`src/sv/bresenham_line_pixel_generator_unit_macros.svh`:
```
// Assertion macros for the line pixel generator; blp_step uses them.
// Each macro expects clk_i, and BLP_ASSERT also rst_ni, to be visible where it is used.
`ifndef BRESENHAM_LINE_PIXEL_GENERATOR_UNIT_MACROS_SVH
`define BRESENHAM_LINE_PIXEL_GENERATOR_UNIT_MACROS_SVH

// Checked at every rising edge outside reset.
`define BLP_ASSERT(label, prop, msg) \
  label: assert property (@(posedge clk_i) disable iff (!rst_ni) (prop)) else $error(msg);

// Checked at every rising edge, reset included.
`define BLP_ASSERT_ALWAYS(label, prop, msg) \
  label: assert property (@(posedge clk_i) (prop)) else $error(msg);

`endif

```
`src/sv/blp_pkg.sv`:
```
// Types and constants of the line pixel generator.
// No dependencies; used by every module of the block.
package blp_pkg;

  localparam int PIXELS_PER_BYTE = 8;
  localparam int PIX_IDX_W       = $clog2(PIXELS_PER_BYTE);

  localparam int ADDR_W   = 16;
  localparam int BPR_W    = 8;
  localparam int SCREEN_W = 10;
  localparam int CMD_W    = 8;
  localparam int CFG_IDX_W = 3;
  localparam int CFG_DATA_W = 16;

  localparam logic [CMD_W-1:0] CMD_SET   = 8'hF8;
  localparam logic [CMD_W-1:0] CMD_CLEAR = 8'hF0;

  localparam logic [ADDR_W-1:0]   RST_GRAPHICS_BASE = 16'd0;
  localparam logic [BPR_W-1:0]    RST_BYTES_PER_ROW = 8'd30;
  localparam logic [SCREEN_W-1:0] RST_SCREEN_WIDTH  = 10'd240;
  localparam logic [SCREEN_W-1:0] RST_SCREEN_HEIGHT = 10'd128;

  typedef enum logic {
    REQ_START = 1'b0,
    REQ_STEP  = 1'b1
  } req_e;

  typedef enum logic [CFG_IDX_W-1:0] {
    CFG_GRAPHICS_BASE = 3'd0,
    CFG_BYTES_PER_ROW = 3'd1,
    CFG_SCREEN_WIDTH  = 3'd2,
    CFG_SCREEN_HEIGHT = 3'd3
  } cfg_idx_e;

  typedef struct packed {
    logic line_pix;
    logic show;
    logic last;
  } pix_ctrl_t;

endpackage

```
`src/sv/blp_step.sv`:
```
// Input register and Bresenham step stage with the line state registers.
// Depends on blp_pkg and the assertion macro header.
`include "bresenham_line_pixel_generator_unit_macros.svh"

module blp_step #(
  parameter int COORD_BITS = 11
) (
  input  logic                         clk_i,
  input  logic                         rst_ni,
  input  logic                         in_valid_i,
  output logic                         in_ready_o,
  input  blp_pkg::req_e                req_type_i,
  input  logic signed [COORD_BITS-1:0] start_x_i,
  input  logic signed [COORD_BITS-1:0] start_y_i,
  input  logic signed [COORD_BITS-1:0] end_x_i,
  input  logic signed [COORD_BITS-1:0] end_y_i,
  input  logic                         show_pixel_i,
  input  logic                         pix_ready_i,
  output logic                         pix_valid_o,
  output blp_pkg::pix_ctrl_t           pix_ctrl_o,
  output logic signed [COORD_BITS-1:0] pix_x_o,
  output logic signed [COORD_BITS-1:0] pix_y_o
);
  import blp_pkg::*;

  localparam int DIFF_W  = COORD_BITS + 1;
  localparam int TWICE_W = COORD_BITS + 2;
  localparam int ERR_W   = COORD_BITS + 4;

  logic                         in_valid_q, in_valid_d;
  req_e                         req_q;
  logic signed [COORD_BITS-1:0] sx_q, sy_q, ex_q, ey_q;
  logic                         show_q;

  logic signed [COORD_BITS-1:0] cur_x_q, cur_x_d, cur_y_q, cur_y_d;
  logic signed [COORD_BITS-1:0] tgt_x_q, tgt_x_d, tgt_y_q, tgt_y_d;
  logic [TWICE_W-1:0]           tdx_q, tdx_d, tdy_q, tdy_d;
  logic signed [ERR_W-1:0]      err_q, err_d;
  logic                         dxn_q, dxn_d, dyn_q, dyn_d;
  logic                         xmaj_q, xmaj_d;
  logic                         show_line_q, show_line_d;
  logic                         line_active_q, line_active_d;

  logic                         pix_valid_q, pix_valid_d;
  pix_ctrl_t                    ctrl_q, ctrl_d;
  logic signed [COORD_BITS-1:0] pix_x_q, pix_y_q;

  logic                         pix_ready;
  logic                         fire;
  logic signed [DIFF_W-1:0]     dx, dy;
  logic [COORD_BITS-1:0]        adx, ady;
  logic [TWICE_W-1:0]           s_tdx, s_tdy;
  logic                         s_xmaj;
  logic signed [COORD_BITS-1:0] x_adv, y_adv;
  logic                         err_ge;
  logic                         step_last;

  assign pix_ready  = !pix_valid_q || pix_ready_i;
  assign in_ready_o = !in_valid_q || pix_ready;
  assign fire       = in_valid_q && pix_ready;
  assign in_valid_d = in_ready_o ? in_valid_i : in_valid_q;
  assign pix_valid_d = pix_ready ? in_valid_q : pix_valid_q;

  assign dx     = DIFF_W'(ex_q) - DIFF_W'(sx_q);
  assign dy     = DIFF_W'(ey_q) - DIFF_W'(sy_q);
  assign adx    = COORD_BITS'(dx[DIFF_W-1] ? -dx : dx);
  assign ady    = COORD_BITS'(dy[DIFF_W-1] ? -dy : dy);
  assign s_tdx  = {1'b0, adx, 1'b0};
  assign s_tdy  = {1'b0, ady, 1'b0};
  assign s_xmaj = s_tdx > s_tdy;

  assign x_adv  = cur_x_q + (dxn_q ? {COORD_BITS{1'b1}} : COORD_BITS'(1));
  assign y_adv  = cur_y_q + (dyn_q ? {COORD_BITS{1'b1}} : COORD_BITS'(1));
  assign err_ge = !err_q[ERR_W-1];

  always_comb begin
    cur_x_d       = cur_x_q;
    cur_y_d       = cur_y_q;
    tgt_x_d       = tgt_x_q;
    tgt_y_d       = tgt_y_q;
    tdx_d         = tdx_q;
    tdy_d         = tdy_q;
    err_d         = err_q;
    dxn_d         = dxn_q;
    dyn_d         = dyn_q;
    xmaj_d        = xmaj_q;
    show_line_d   = show_line_q;
    line_active_d = line_active_q;
    step_last     = 1'b0;
    ctrl_d        = '0;
    if (req_q == REQ_START) begin
      cur_x_d     = sx_q;
      cur_y_d     = sy_q;
      tgt_x_d     = ex_q;
      tgt_y_d     = ey_q;
      tdx_d       = s_tdx;
      tdy_d       = s_tdy;
      dxn_d       = dx[DIFF_W-1];
      dyn_d       = dy[DIFF_W-1];
      xmaj_d      = s_xmaj;
      show_line_d = show_q;
      if (s_xmaj) begin
        err_d     = ERR_W'(s_tdy) - ERR_W'(adx);
        step_last = (sx_q == ex_q);
      end else begin
        err_d     = ERR_W'(s_tdx) - ERR_W'(ady);
        step_last = (sy_q == ey_q);
      end
      line_active_d = !step_last;
      ctrl_d        = '{line_pix: 1'b1, show: show_q, last: step_last};
    end else if (line_active_q) begin
      if (xmaj_q) begin
        cur_x_d = x_adv;
        if (err_ge) begin
          cur_y_d = y_adv;
          err_d   = err_q - ERR_W'(tdx_q) + ERR_W'(tdy_q);
        end else begin
          err_d   = err_q + ERR_W'(tdy_q);
        end
        step_last = (x_adv == tgt_x_q);
      end else begin
        cur_y_d = y_adv;
        if (err_ge) begin
          cur_x_d = x_adv;
          err_d   = err_q - ERR_W'(tdy_q) + ERR_W'(tdx_q);
        end else begin
          err_d   = err_q + ERR_W'(tdx_q);
        end
        step_last = (y_adv == tgt_y_q);
      end
      line_active_d = !step_last;
      ctrl_d        = '{line_pix: 1'b1, show: show_line_q, last: step_last};
    end
  end

  always_ff @(posedge clk_i or negedge rst_ni) begin
    if (!rst_ni) begin
      in_valid_q  <= 1'b0;
      pix_valid_q <= 1'b0;
    end else begin
      in_valid_q  <= in_valid_d;
      pix_valid_q <= pix_valid_d;
    end
  end

  always_ff @(posedge clk_i) begin
    if (in_ready_o && in_valid_i) begin
      req_q  <= req_type_i;
      sx_q   <= start_x_i;
      sy_q   <= start_y_i;
      ex_q   <= end_x_i;
      ey_q   <= end_y_i;
      show_q <= show_pixel_i;
    end
    if (fire) begin
      ctrl_q  <= ctrl_d;
      pix_x_q <= cur_x_d;
      pix_y_q <= cur_y_d;
    end
  end

  always_ff @(posedge clk_i or negedge rst_ni) begin
    if (!rst_ni) begin
      cur_x_q       <= '0;
      cur_y_q       <= '0;
      tgt_x_q       <= '0;
      tgt_y_q       <= '0;
      tdx_q         <= '0;
      tdy_q         <= '0;
      err_q         <= '0;
      dxn_q         <= 1'b0;
      dyn_q         <= 1'b0;
      xmaj_q        <= 1'b0;
      show_line_q   <= 1'b0;
      line_active_q <= 1'b0;
    end else if (fire) begin
      cur_x_q       <= cur_x_d;
      cur_y_q       <= cur_y_d;
      tgt_x_q       <= tgt_x_d;
      tgt_y_q       <= tgt_y_d;
      tdx_q         <= tdx_d;
      tdy_q         <= tdy_d;
      err_q         <= err_d;
      dxn_q         <= dxn_d;
      dyn_q         <= dyn_d;
      xmaj_q        <= xmaj_d;
      show_line_q   <= show_line_d;
      line_active_q <= line_active_d;
    end
  end

  assign pix_valid_o = pix_valid_q;
  assign pix_ctrl_o  = ctrl_q;
  assign pix_x_o     = pix_x_q;
  assign pix_y_o     = pix_y_q;

  `BLP_ASSERT(a_pix_hold, pix_valid_q && !pix_ready_i |=> pix_valid_q && $stable(pix_x_q) && $stable(pix_y_q) && $stable(ctrl_q), "pixel word changed while stalled")
  `BLP_ASSERT(a_major_span, line_active_q |-> (xmaj_q ? (tdx_q != '0) : (tdy_q != '0)), "active line has a zero major span")
  `BLP_ASSERT(a_last_idle, fire && ctrl_d.last |=> !line_active_q, "line stays active after its endpoint")

endmodule

```
`src/sv/blp_addr.sv`:
```
// Address stage: screen clipping, byte address and bit command, result register.
// Depends on blp_pkg.
module blp_addr #(
  parameter int COORD_BITS = 11
) (
  input  logic                          clk_i,
  input  logic                          rst_ni,
  input  logic                          pix_valid_i,
  output logic                          pix_ready_o,
  input  blp_pkg::pix_ctrl_t            pix_ctrl_i,
  input  logic signed [COORD_BITS-1:0]  pix_x_i,
  input  logic signed [COORD_BITS-1:0]  pix_y_i,
  input  logic [blp_pkg::ADDR_W-1:0]    graphics_base_i,
  input  logic [blp_pkg::BPR_W-1:0]     bytes_per_row_i,
  input  logic [blp_pkg::SCREEN_W-1:0]  screen_width_i,
  input  logic [blp_pkg::SCREEN_W-1:0]  screen_height_i,
  output logic                          out_valid_o,
  input  logic                          out_stall_i,
  output logic                          pixel_valid_o,
  output logic signed [COORD_BITS-1:0]  pixel_x_o,
  output logic signed [COORD_BITS-1:0]  pixel_y_o,
  output logic                          on_screen_o,
  output logic [blp_pkg::ADDR_W-1:0]    byte_address_o,
  output logic [blp_pkg::CMD_W-1:0]     bit_command_o,
  output logic                          last_pixel_o
);
  import blp_pkg::*;

  localparam int CMP_W  = (COORD_BITS > SCREEN_W) ? COORD_BITS : SCREEN_W;
  localparam int PROD_W = COORD_BITS + BPR_W;

  logic                         out_valid_q;
  logic                         fire;
  logic [COORD_BITS-1:0]        x_u, y_u;
  logic                         on_d;
  logic [PROD_W-1:0]            row_off;
  logic [ADDR_W-1:0]            addr_d;
  logic [CMD_W-1:0]             cmd_d;
  logic [PIX_IDX_W-1:0]         bit_idx;

  logic                         pv_q, on_q, last_q;
  logic signed [COORD_BITS-1:0] x_q, y_q;
  logic [ADDR_W-1:0]            addr_q;
  logic [CMD_W-1:0]             cmd_q;

  assign pix_ready_o = !out_valid_q || !out_stall_i;
  assign fire        = pix_valid_i && pix_ready_o;

  assign x_u = pix_x_i;
  assign y_u = pix_y_i;

  assign on_d = pix_ctrl_i.line_pix && !pix_x_i[COORD_BITS-1] && !pix_y_i[COORD_BITS-1] &&
                (CMP_W'(x_u) < CMP_W'(screen_width_i)) &&
                (CMP_W'(y_u) < CMP_W'(screen_height_i));

  assign row_off = PROD_W'(y_u) * PROD_W'(bytes_per_row_i);
  assign bit_idx = PIX_IDX_W'(PIXELS_PER_BYTE - 1) - x_u[PIX_IDX_W-1:0];

  always_comb begin
    addr_d = '0;
    cmd_d  = '0;
    if (on_d) begin
      addr_d = graphics_base_i + ADDR_W'(row_off) + ADDR_W'(x_u >> PIX_IDX_W);
      cmd_d  = (pix_ctrl_i.show ? CMD_SET : CMD_CLEAR) | CMD_W'(bit_idx);
    end
  end

  always_ff @(posedge clk_i or negedge rst_ni) begin
    if (!rst_ni) begin
      out_valid_q <= 1'b0;
    end else if (pix_ready_o) begin
      out_valid_q <= pix_valid_i;
    end
  end

  always_ff @(posedge clk_i) begin
    if (fire) begin
      pv_q   <= pix_ctrl_i.line_pix;
      x_q    <= pix_ctrl_i.line_pix ? pix_x_i : '0;
      y_q    <= pix_ctrl_i.line_pix ? pix_y_i : '0;
      on_q   <= on_d;
      addr_q <= addr_d;
      cmd_q  <= cmd_d;
      last_q <= pix_ctrl_i.line_pix && pix_ctrl_i.last;
    end
  end

  assign out_valid_o    = out_valid_q;
  assign pixel_valid_o  = pv_q;
  assign pixel_x_o      = x_q;
  assign pixel_y_o      = y_q;
  assign on_screen_o    = on_q;
  assign byte_address_o = addr_q;
  assign bit_command_o  = cmd_q;
  assign last_pixel_o   = last_q;

endmodule

```
`src/sv/bresenham_line_pixel_generator_unit.sv`:
```
// Line pixel generator: an accepted input word passes the input register and the step
// stage register to the address stage register, which holds its result word. One word
// per cycle is sustained unless stalled; the position and error update sets that cycle.
// Reset clears the line state and every stage valid and loads the register defaults.
// Top level: configuration registers and the two stages; depends on blp_pkg.
module bresenham_line_pixel_generator_unit #(
  parameter int COORD_BITS = 11
) (
  input  logic                            clk_i,
  input  logic                            rst_ni,
  input  logic                            cfg_we_i,
  input  logic [blp_pkg::CFG_IDX_W-1:0]   cfg_index_i,
  input  logic [blp_pkg::CFG_DATA_W-1:0]  cfg_data_i,
  input  logic                            in_valid_i,
  output logic                            in_stall_o,
  input  blp_pkg::req_e                   req_type_i,
  input  logic signed [COORD_BITS-1:0]    start_x_i,
  input  logic signed [COORD_BITS-1:0]    start_y_i,
  input  logic signed [COORD_BITS-1:0]    end_x_i,
  input  logic signed [COORD_BITS-1:0]    end_y_i,
  input  logic                            show_pixel_i,
  output logic                            out_valid_o,
  input  logic                            out_stall_i,
  output logic                            pixel_valid_o,
  output logic signed [COORD_BITS-1:0]    pixel_x_o,
  output logic signed [COORD_BITS-1:0]    pixel_y_o,
  output logic                            on_screen_o,
  output logic [blp_pkg::ADDR_W-1:0]      byte_address_o,
  output logic [blp_pkg::CMD_W-1:0]       bit_command_o,
  output logic                            last_pixel_o
);
  import blp_pkg::*;

  logic [ADDR_W-1:0]   gbase_q, gbase_d;
  logic [BPR_W-1:0]    bpr_q, bpr_d;
  logic [SCREEN_W-1:0] swidth_q, swidth_d;
  logic [SCREEN_W-1:0] sheight_q, sheight_d;

  logic                         in_ready;
  logic                         pix_valid, pix_ready;
  pix_ctrl_t                    pix_ctrl;
  logic signed [COORD_BITS-1:0] pix_x, pix_y;

  always_comb begin
    gbase_d   = gbase_q;
    bpr_d     = bpr_q;
    swidth_d  = swidth_q;
    sheight_d = sheight_q;
    if (cfg_we_i) begin
      case (cfg_index_i)
        CFG_GRAPHICS_BASE: gbase_d   = cfg_data_i;
        CFG_BYTES_PER_ROW: bpr_d     = cfg_data_i[BPR_W-1:0];
        CFG_SCREEN_WIDTH:  swidth_d  = cfg_data_i[SCREEN_W-1:0];
        CFG_SCREEN_HEIGHT: sheight_d = cfg_data_i[SCREEN_W-1:0];
        default: ;
      endcase
    end
  end

  always_ff @(posedge clk_i or negedge rst_ni) begin
    if (!rst_ni) begin
      gbase_q   <= RST_GRAPHICS_BASE;
      bpr_q     <= RST_BYTES_PER_ROW;
      swidth_q  <= RST_SCREEN_WIDTH;
      sheight_q <= RST_SCREEN_HEIGHT;
    end else begin
      gbase_q   <= gbase_d;
      bpr_q     <= bpr_d;
      swidth_q  <= swidth_d;
      sheight_q <= sheight_d;
    end
  end

  assign in_stall_o = !in_ready;

  blp_step #(
    .COORD_BITS(COORD_BITS)
  ) u_step (
    .clk_i        (clk_i),
    .rst_ni       (rst_ni),
    .in_valid_i   (in_valid_i),
    .in_ready_o   (in_ready),
    .req_type_i   (req_type_i),
    .start_x_i    (start_x_i),
    .start_y_i    (start_y_i),
    .end_x_i      (end_x_i),
    .end_y_i      (end_y_i),
    .show_pixel_i (show_pixel_i),
    .pix_ready_i  (pix_ready),
    .pix_valid_o  (pix_valid),
    .pix_ctrl_o   (pix_ctrl),
    .pix_x_o      (pix_x),
    .pix_y_o      (pix_y)
  );

  blp_addr #(
    .COORD_BITS(COORD_BITS)
  ) u_addr (
    .clk_i           (clk_i),
    .rst_ni          (rst_ni),
    .pix_valid_i     (pix_valid),
    .pix_ready_o     (pix_ready),
    .pix_ctrl_i      (pix_ctrl),
    .pix_x_i         (pix_x),
    .pix_y_i         (pix_y),
    .graphics_base_i (gbase_q),
    .bytes_per_row_i (bpr_q),
    .screen_width_i  (swidth_q),
    .screen_height_i (sheight_q),
    .out_valid_o     (out_valid_o),
    .out_stall_i     (out_stall_i),
    .pixel_valid_o   (pixel_valid_o),
    .pixel_x_o       (pixel_x_o),
    .pixel_y_o       (pixel_y_o),
    .on_screen_o     (on_screen_o),
    .byte_address_o  (byte_address_o),
    .bit_command_o   (bit_command_o),
    .last_pixel_o    (last_pixel_o)
  );

endmodule

```
`config.mk`:
```
export PLATFORM = sky130hd
export DESIGN_NAME = bresenham_line_pixel_generator_unit
export DESIGN_NICKNAME = d
export VERILOG_FILES = /design/src/sv/blp_pkg.sv /design/src/sv/blp_step.sv /design/src/sv/blp_addr.sv /design/src/sv/bresenham_line_pixel_generator_unit.sv
export VERILOG_INCLUDE_DIRS = /design/src /design/src/sv
export SDC_FILE = /design/constraint.sdc
export NUM_CORES = 1
export LEC_CHECK = 0
export ABC_AREA = 1
export BUFFER_PORTS_ARGS = -buffer_cell sky130_fd_sc_hd__buf_2
export CAP_MARGIN = 0
export CORE_ASPECT_RATIO = 0.5
export CORE_MARGIN = 8
export CORE_UTILIZATION = 35
export DETAILED_ROUTE_END_ITERATION = 12
export PLACE_DENSITY = 0.57
export SLEW_MARGIN = 40
export SYNTH_ARGS = -nofsm -noshare
export SYNTH_HDL_FRONTEND = slang
export SYNTH_SLANG_ARGS = --single-unit
```
`constraint.sdc`:
```
create_clock -name clk_i -period 8.59 [get_ports clk_i]
set_clock_uncertainty 0.2 [all_clocks]
set_input_delay 1.2885 -clock clk_i [delete_from_list [all_inputs] [get_ports clk_i]]
set_output_delay 1.2885 -clock clk_i [all_outputs]
set_load 0.01 [all_outputs]
```
==> flow_metrics.py <==
metrics = {
    "run_status": {
        "status": "finished clean",
    },
    "synthesis": {
        "synthesis.area_um2": 20900,
        "synth_enable_flop_cells": 117,
        "synth_area_leaders": "sky130_fd_sc_hd__edfxtp_1 17%, sky130_fd_sc_hd__dfrtp_1 15%, sky130_fd_sc_hd__ha_1 12%",
        "post_synth_num_cell_types": 56,
        "synth.ff_latch_count": 249,
        "yosys_warnings": 0,
        "syn-instance-count": 2646,
        "synth_largest_area_cell": "sky130_fd_sc_hd__edfxtp_1",
        "synthesis.area_per_instance_um2": 7.89,
        "yosys_most_used_dff": "sky130_fd_sc_hd__dfrtp_1",
        "ys_seq_area_share_pct": 32.7,
        "synth_common_cells": "621 x sky130_fd_sc_hd__nand2_1, 535 x sky130_fd_sc_hd__inv_1, 201 x sky130_fd_sc_hd__o21ai_0, 195 x sky130_fd_sc_hd__ha_1, 167 x sky130_fd_sc_hd__a21oi_1",
        "yosys.area.top_type_share_pct": 16.8,
        "synthArstFlopShare_pct": 53.0,
        "most_frequent_cell_after_synthesis": "sky130_fd_sc_hd__nand2_1",
        "synth_fp_nets": 3014,
    },
    "power_and_ir_drop": {
        "total_switching_power_mw": 5.04,
        "p_int_mw": 4.85,
        "fin_total_pwr_mw": 9.89,
        "p_clk_share_pct": 13.7,
        "power.combinational.fraction_pct": 67.3,
        "p_sw_share_pct": 51.0,
        "power.density_cell_area_nw_per_um2": 424,
        "power.leakage_nw": 12.2,
        "power_frac_seq_pct": 19.0,
        "ir_drop_v": 0.000228,
    },
    "placed_design": {
        "globalplace.congestion": 0.882,
        "post_detailed_placement_cell_area_um2": 22300,
        "pre_cts_ws_ns": 2.90,
        "place_inst": 3492,
        "post-dp-hpwl_um": 43900,
        "place.port_buffers": 120,
    },
    "cells_and_area": {
        "layout-drive-gt1-share_pct": 9.09,
        "final_cells": 3542,
        "ant_cells": 0,
        "postLayoutCellArea_um2": 23300,
        "postLayoutCoreUtil_pct": 39.4,
        "area_delta_synth_final_pct": 11.7,
        "design.final.nets": 3109,
    },
    "floorplan": {
        "die-height_um": 189,
        "rows": 63,
        "start_util_pct": 35.3,
        "core_area_um2": 59100,
        "boundaryPins": 121,
        "full_die_area_um2": 68200,
        "fp.dieW_um": 361,
    },
    "route": {
        "drt.antenna.violating_nets": 0,
        "drcViolationCount": 0,
        "average_wire_length_per_cell_after_detail_routing_um": 15.8,
        "overall_routed_net_length_um": 56000,
        "drt-pass1-iter-count": 6,
        "routed_via_density": 4.83,
        "drt_iter0_markers": 1056,
        "route.vias.total": 17100,
    },
    "global_routing": {
        "grt_util_all_layers_pct": 16.2,
        "grt_pass1_vias": 16900,
        "maximum_number_of_pins_on_one_net_before_global_route_repair": 80,
        "overflow": 0,
        "antenna_violations_before_repair": 0,
        "groute.layer.met2.usage_pct": 28.6,
        "wire_length_of_the_first_global_routing_pass_um": 90000,
        "gr-usage-met1_pct": 20.7,
        "met3_usage_grt_pct": 2.65,
        "grt.busiest_layer": "met2",
    },
    "critical_path": {
        "worst_r2r_startpoint": "bpr_q[1]",
        "worstPathArrival_ns": 5.86,
        "critPathSlowestCell": "sky130_fd_sc_hd__dfstp_2",
        "worst_path_dominant_cell_family": "adder cells",
        "timing.critical_path.slowest_cell_delay_ns": 0.66,
        "reg2reg_path_depth": 28,
        "critical_path.endpoint_type": "flop",
        "path_max_fanout": 12,
        "worstReg2RegEnd": "u_addr.byte_address_o[15]",
        "path_class": "reg2reg",
        "worst-endpoint-required_ns": 8.73,
        "worstSetupStartpointType": "flop",
        "worst-r2r-setup-slack_ns": 2.88,
        "path_buf_inv": 7,
    },
    "sta": {
        "fin_tns_setup_ns": 0,
        "grt_setup_unrepaired": "no",
        "maxSlewViolCount": 0,
        "slew_headroom_pct": 47.5,
        "hold_slack_ns": 0.284,
        "post-route-min-period_ns": 5.71,
        "report.final.hold_viol_count": 0,
        "finalSetupViolations": 0,
        "share_of_the_cycle_needed_by_the_critical_path_after_routing_pct": 66.5,
        "setup_slack_after_layout_ns": 2.88,
        "max_clock_freq_ghz": 0.175,
        "worstMarginPinSlew_ns": 0.788,
    },
    "hold_path": {
        "min_to": "u_addr.out_valid_o",
        "timing.hold.worst.class": "reg2reg",
        "hold_path.startpoint": "u_addr.out_valid_o",
        "holdPathStages": 2,
    },
    "run": {
        "cap_viol_max_count": 0,
    },
    "cts": {
        "clk_path_buf_depth": 3,
        "postCtsSetupBuffers": 0,
        "cts-buffers-inserted": 27,
        "cts_htree_levels": 1,
        "clk_transition_reported_paths_ns": 0.06,
        "cts_hold_buffers": 0,
        "post_cts_resize_count": 0,
        "worstSkewPairLatency_ns": 0.60,
        "cts.sink_count": 249,
        "root_buffer_master": "sky130_fd_sc_hd__clkbuf_16",
        "tritoncts": "yes",
    },
}
## tightest hold or removal path: stages, from the launching register on
cell                      delay, ns
sky130_fd_sc_hd__dfrtp_1       0.33
sky130_fd_sc_hd__nand2_1       0.07
sky130_fd_sc_hd__nand2_1       0.05
## registers in the layout, summed over array words and instances (netlist names), 11 cells and up
name                   flops
u_step.tdx_q              11
u_step.tgt_x_q            11
u_step.sy_q               11
u_step.sx_q               11
u_step.pix_y_o            11
u_step.tgt_y_q            11
u_step.ey_q               11
u_step.cur_y_q            11
u_step.err_q              14
u_addr.byte_address_o     16
u_step.cur_x_q            11
u_step.tdy_q              11
u_addr.pixel_y_o          11
gbase_q                   16
u_step.ex_q               11
u_addr.pixel_x_o          11
u_step.pix_x_o            11
## cell type report
class,count,area (um2)
inverters,540,2030
flip-flops and latches,249,6830
well taps,780,976
clock inverters,21,315
multi-input cells,1789,11800
clock buffers,29,683
repair buffers,134,718
fillers,6117,35800
## how the worst max path moves through the flow
stage / start / to / slack, ns / cells past startpoint
final: bpr_q[1] / u_addr.byte_address_o[15] / 2.88 / 28
after global routing: bpr_q[0] / u_addr.byte_address_o[15] / 2.39 / 28
after CTS: bpr_q[1] / u_addr.byte_address_o[15] / 2.88 / 28
after detailed placement: bpr_q[1] / u_addr.byte_address_o[15] / 2.90 / 28
after global placement: bpr_q[1] / u_addr.byte_address_o[15] / 2.90 / 28
after floorplan: bpr_q[1] / u_addr.byte_address_o[15] / 3.05 / 29
## placed cells by master, fill, tap and decap left out, types with 16 or more instances in the layout
cell                          n
sky130_fd_sc_hd__nor3_1      20
sky130_fd_sc_hd__o21ai_0    201
sky130_fd_sc_hd__nand3_1    121
sky130_fd_sc_hd__ha_1       195
sky130_fd_sc_hd__dfrtp_1    122
sky130_fd_sc_hd__xor2_1      51
sky130_fd_sc_hd__clkbuf_16   27
sky130_fd_sc_hd__nand4_1     25
sky130_fd_sc_hd__nor2_1     112
sky130_fd_sc_hd__nand2_1    621
sky130_fd_sc_hd__a21oi_1    167
sky130_fd_sc_hd__inv_1      535
sky130_fd_sc_hd__edfxtp_1   117
sky130_fd_sc_hd__fa_1       103
sky130_fd_sc_hd__buf_2      119
sky130_fd_sc_hd__o211ai_1    16
sky130_fd_sc_hd__xnor2_1     23
## power groups by stage
stage          clock network [mW]  logic [mW]  registers [mW]
2_1_floorplan                   0        5.19            1.76
5_1_grt                      1.44        7.74            1.92
3_3_place_gp                    0        6.56            1.89
3_5_place_dp                    0        6.65            1.90
4_1_cts                      1.39        6.69            1.88
6_report                     1.35        6.66            1.88
## cell families (layout without fill, tap and decap cells)
logic type | Yosys count | count (layout) | share of synthesized area (%)
AND/OR/NAND/NOR | 955 | 955 | 19.2
flip-flops | 249 | 249 | 32.7
AO/OA/AOI/OAI | 456 | 456 | 12.0
buffers and inverters | 608 | 724 | 11.1
XOR/XNOR | 75 | 75 | 3.18
adder cells (fa/ha/maj) | 298 | 298 | 21.6
multiplexers | 5 | 5 | 0.270
## layer usage
metal | share of wire (%) | up-vias | wire, um
met3 | 4.3 | 77 | 2420
li1 | - | 8592 | -
met4 | 2.4 | 0 | 1370
met1 | 45 | 8094 | 25300
met2 | 48 | 333 | 26900
met5 | 0 | - | 0
Note: power is estimated with default switching activity, not from simulation.
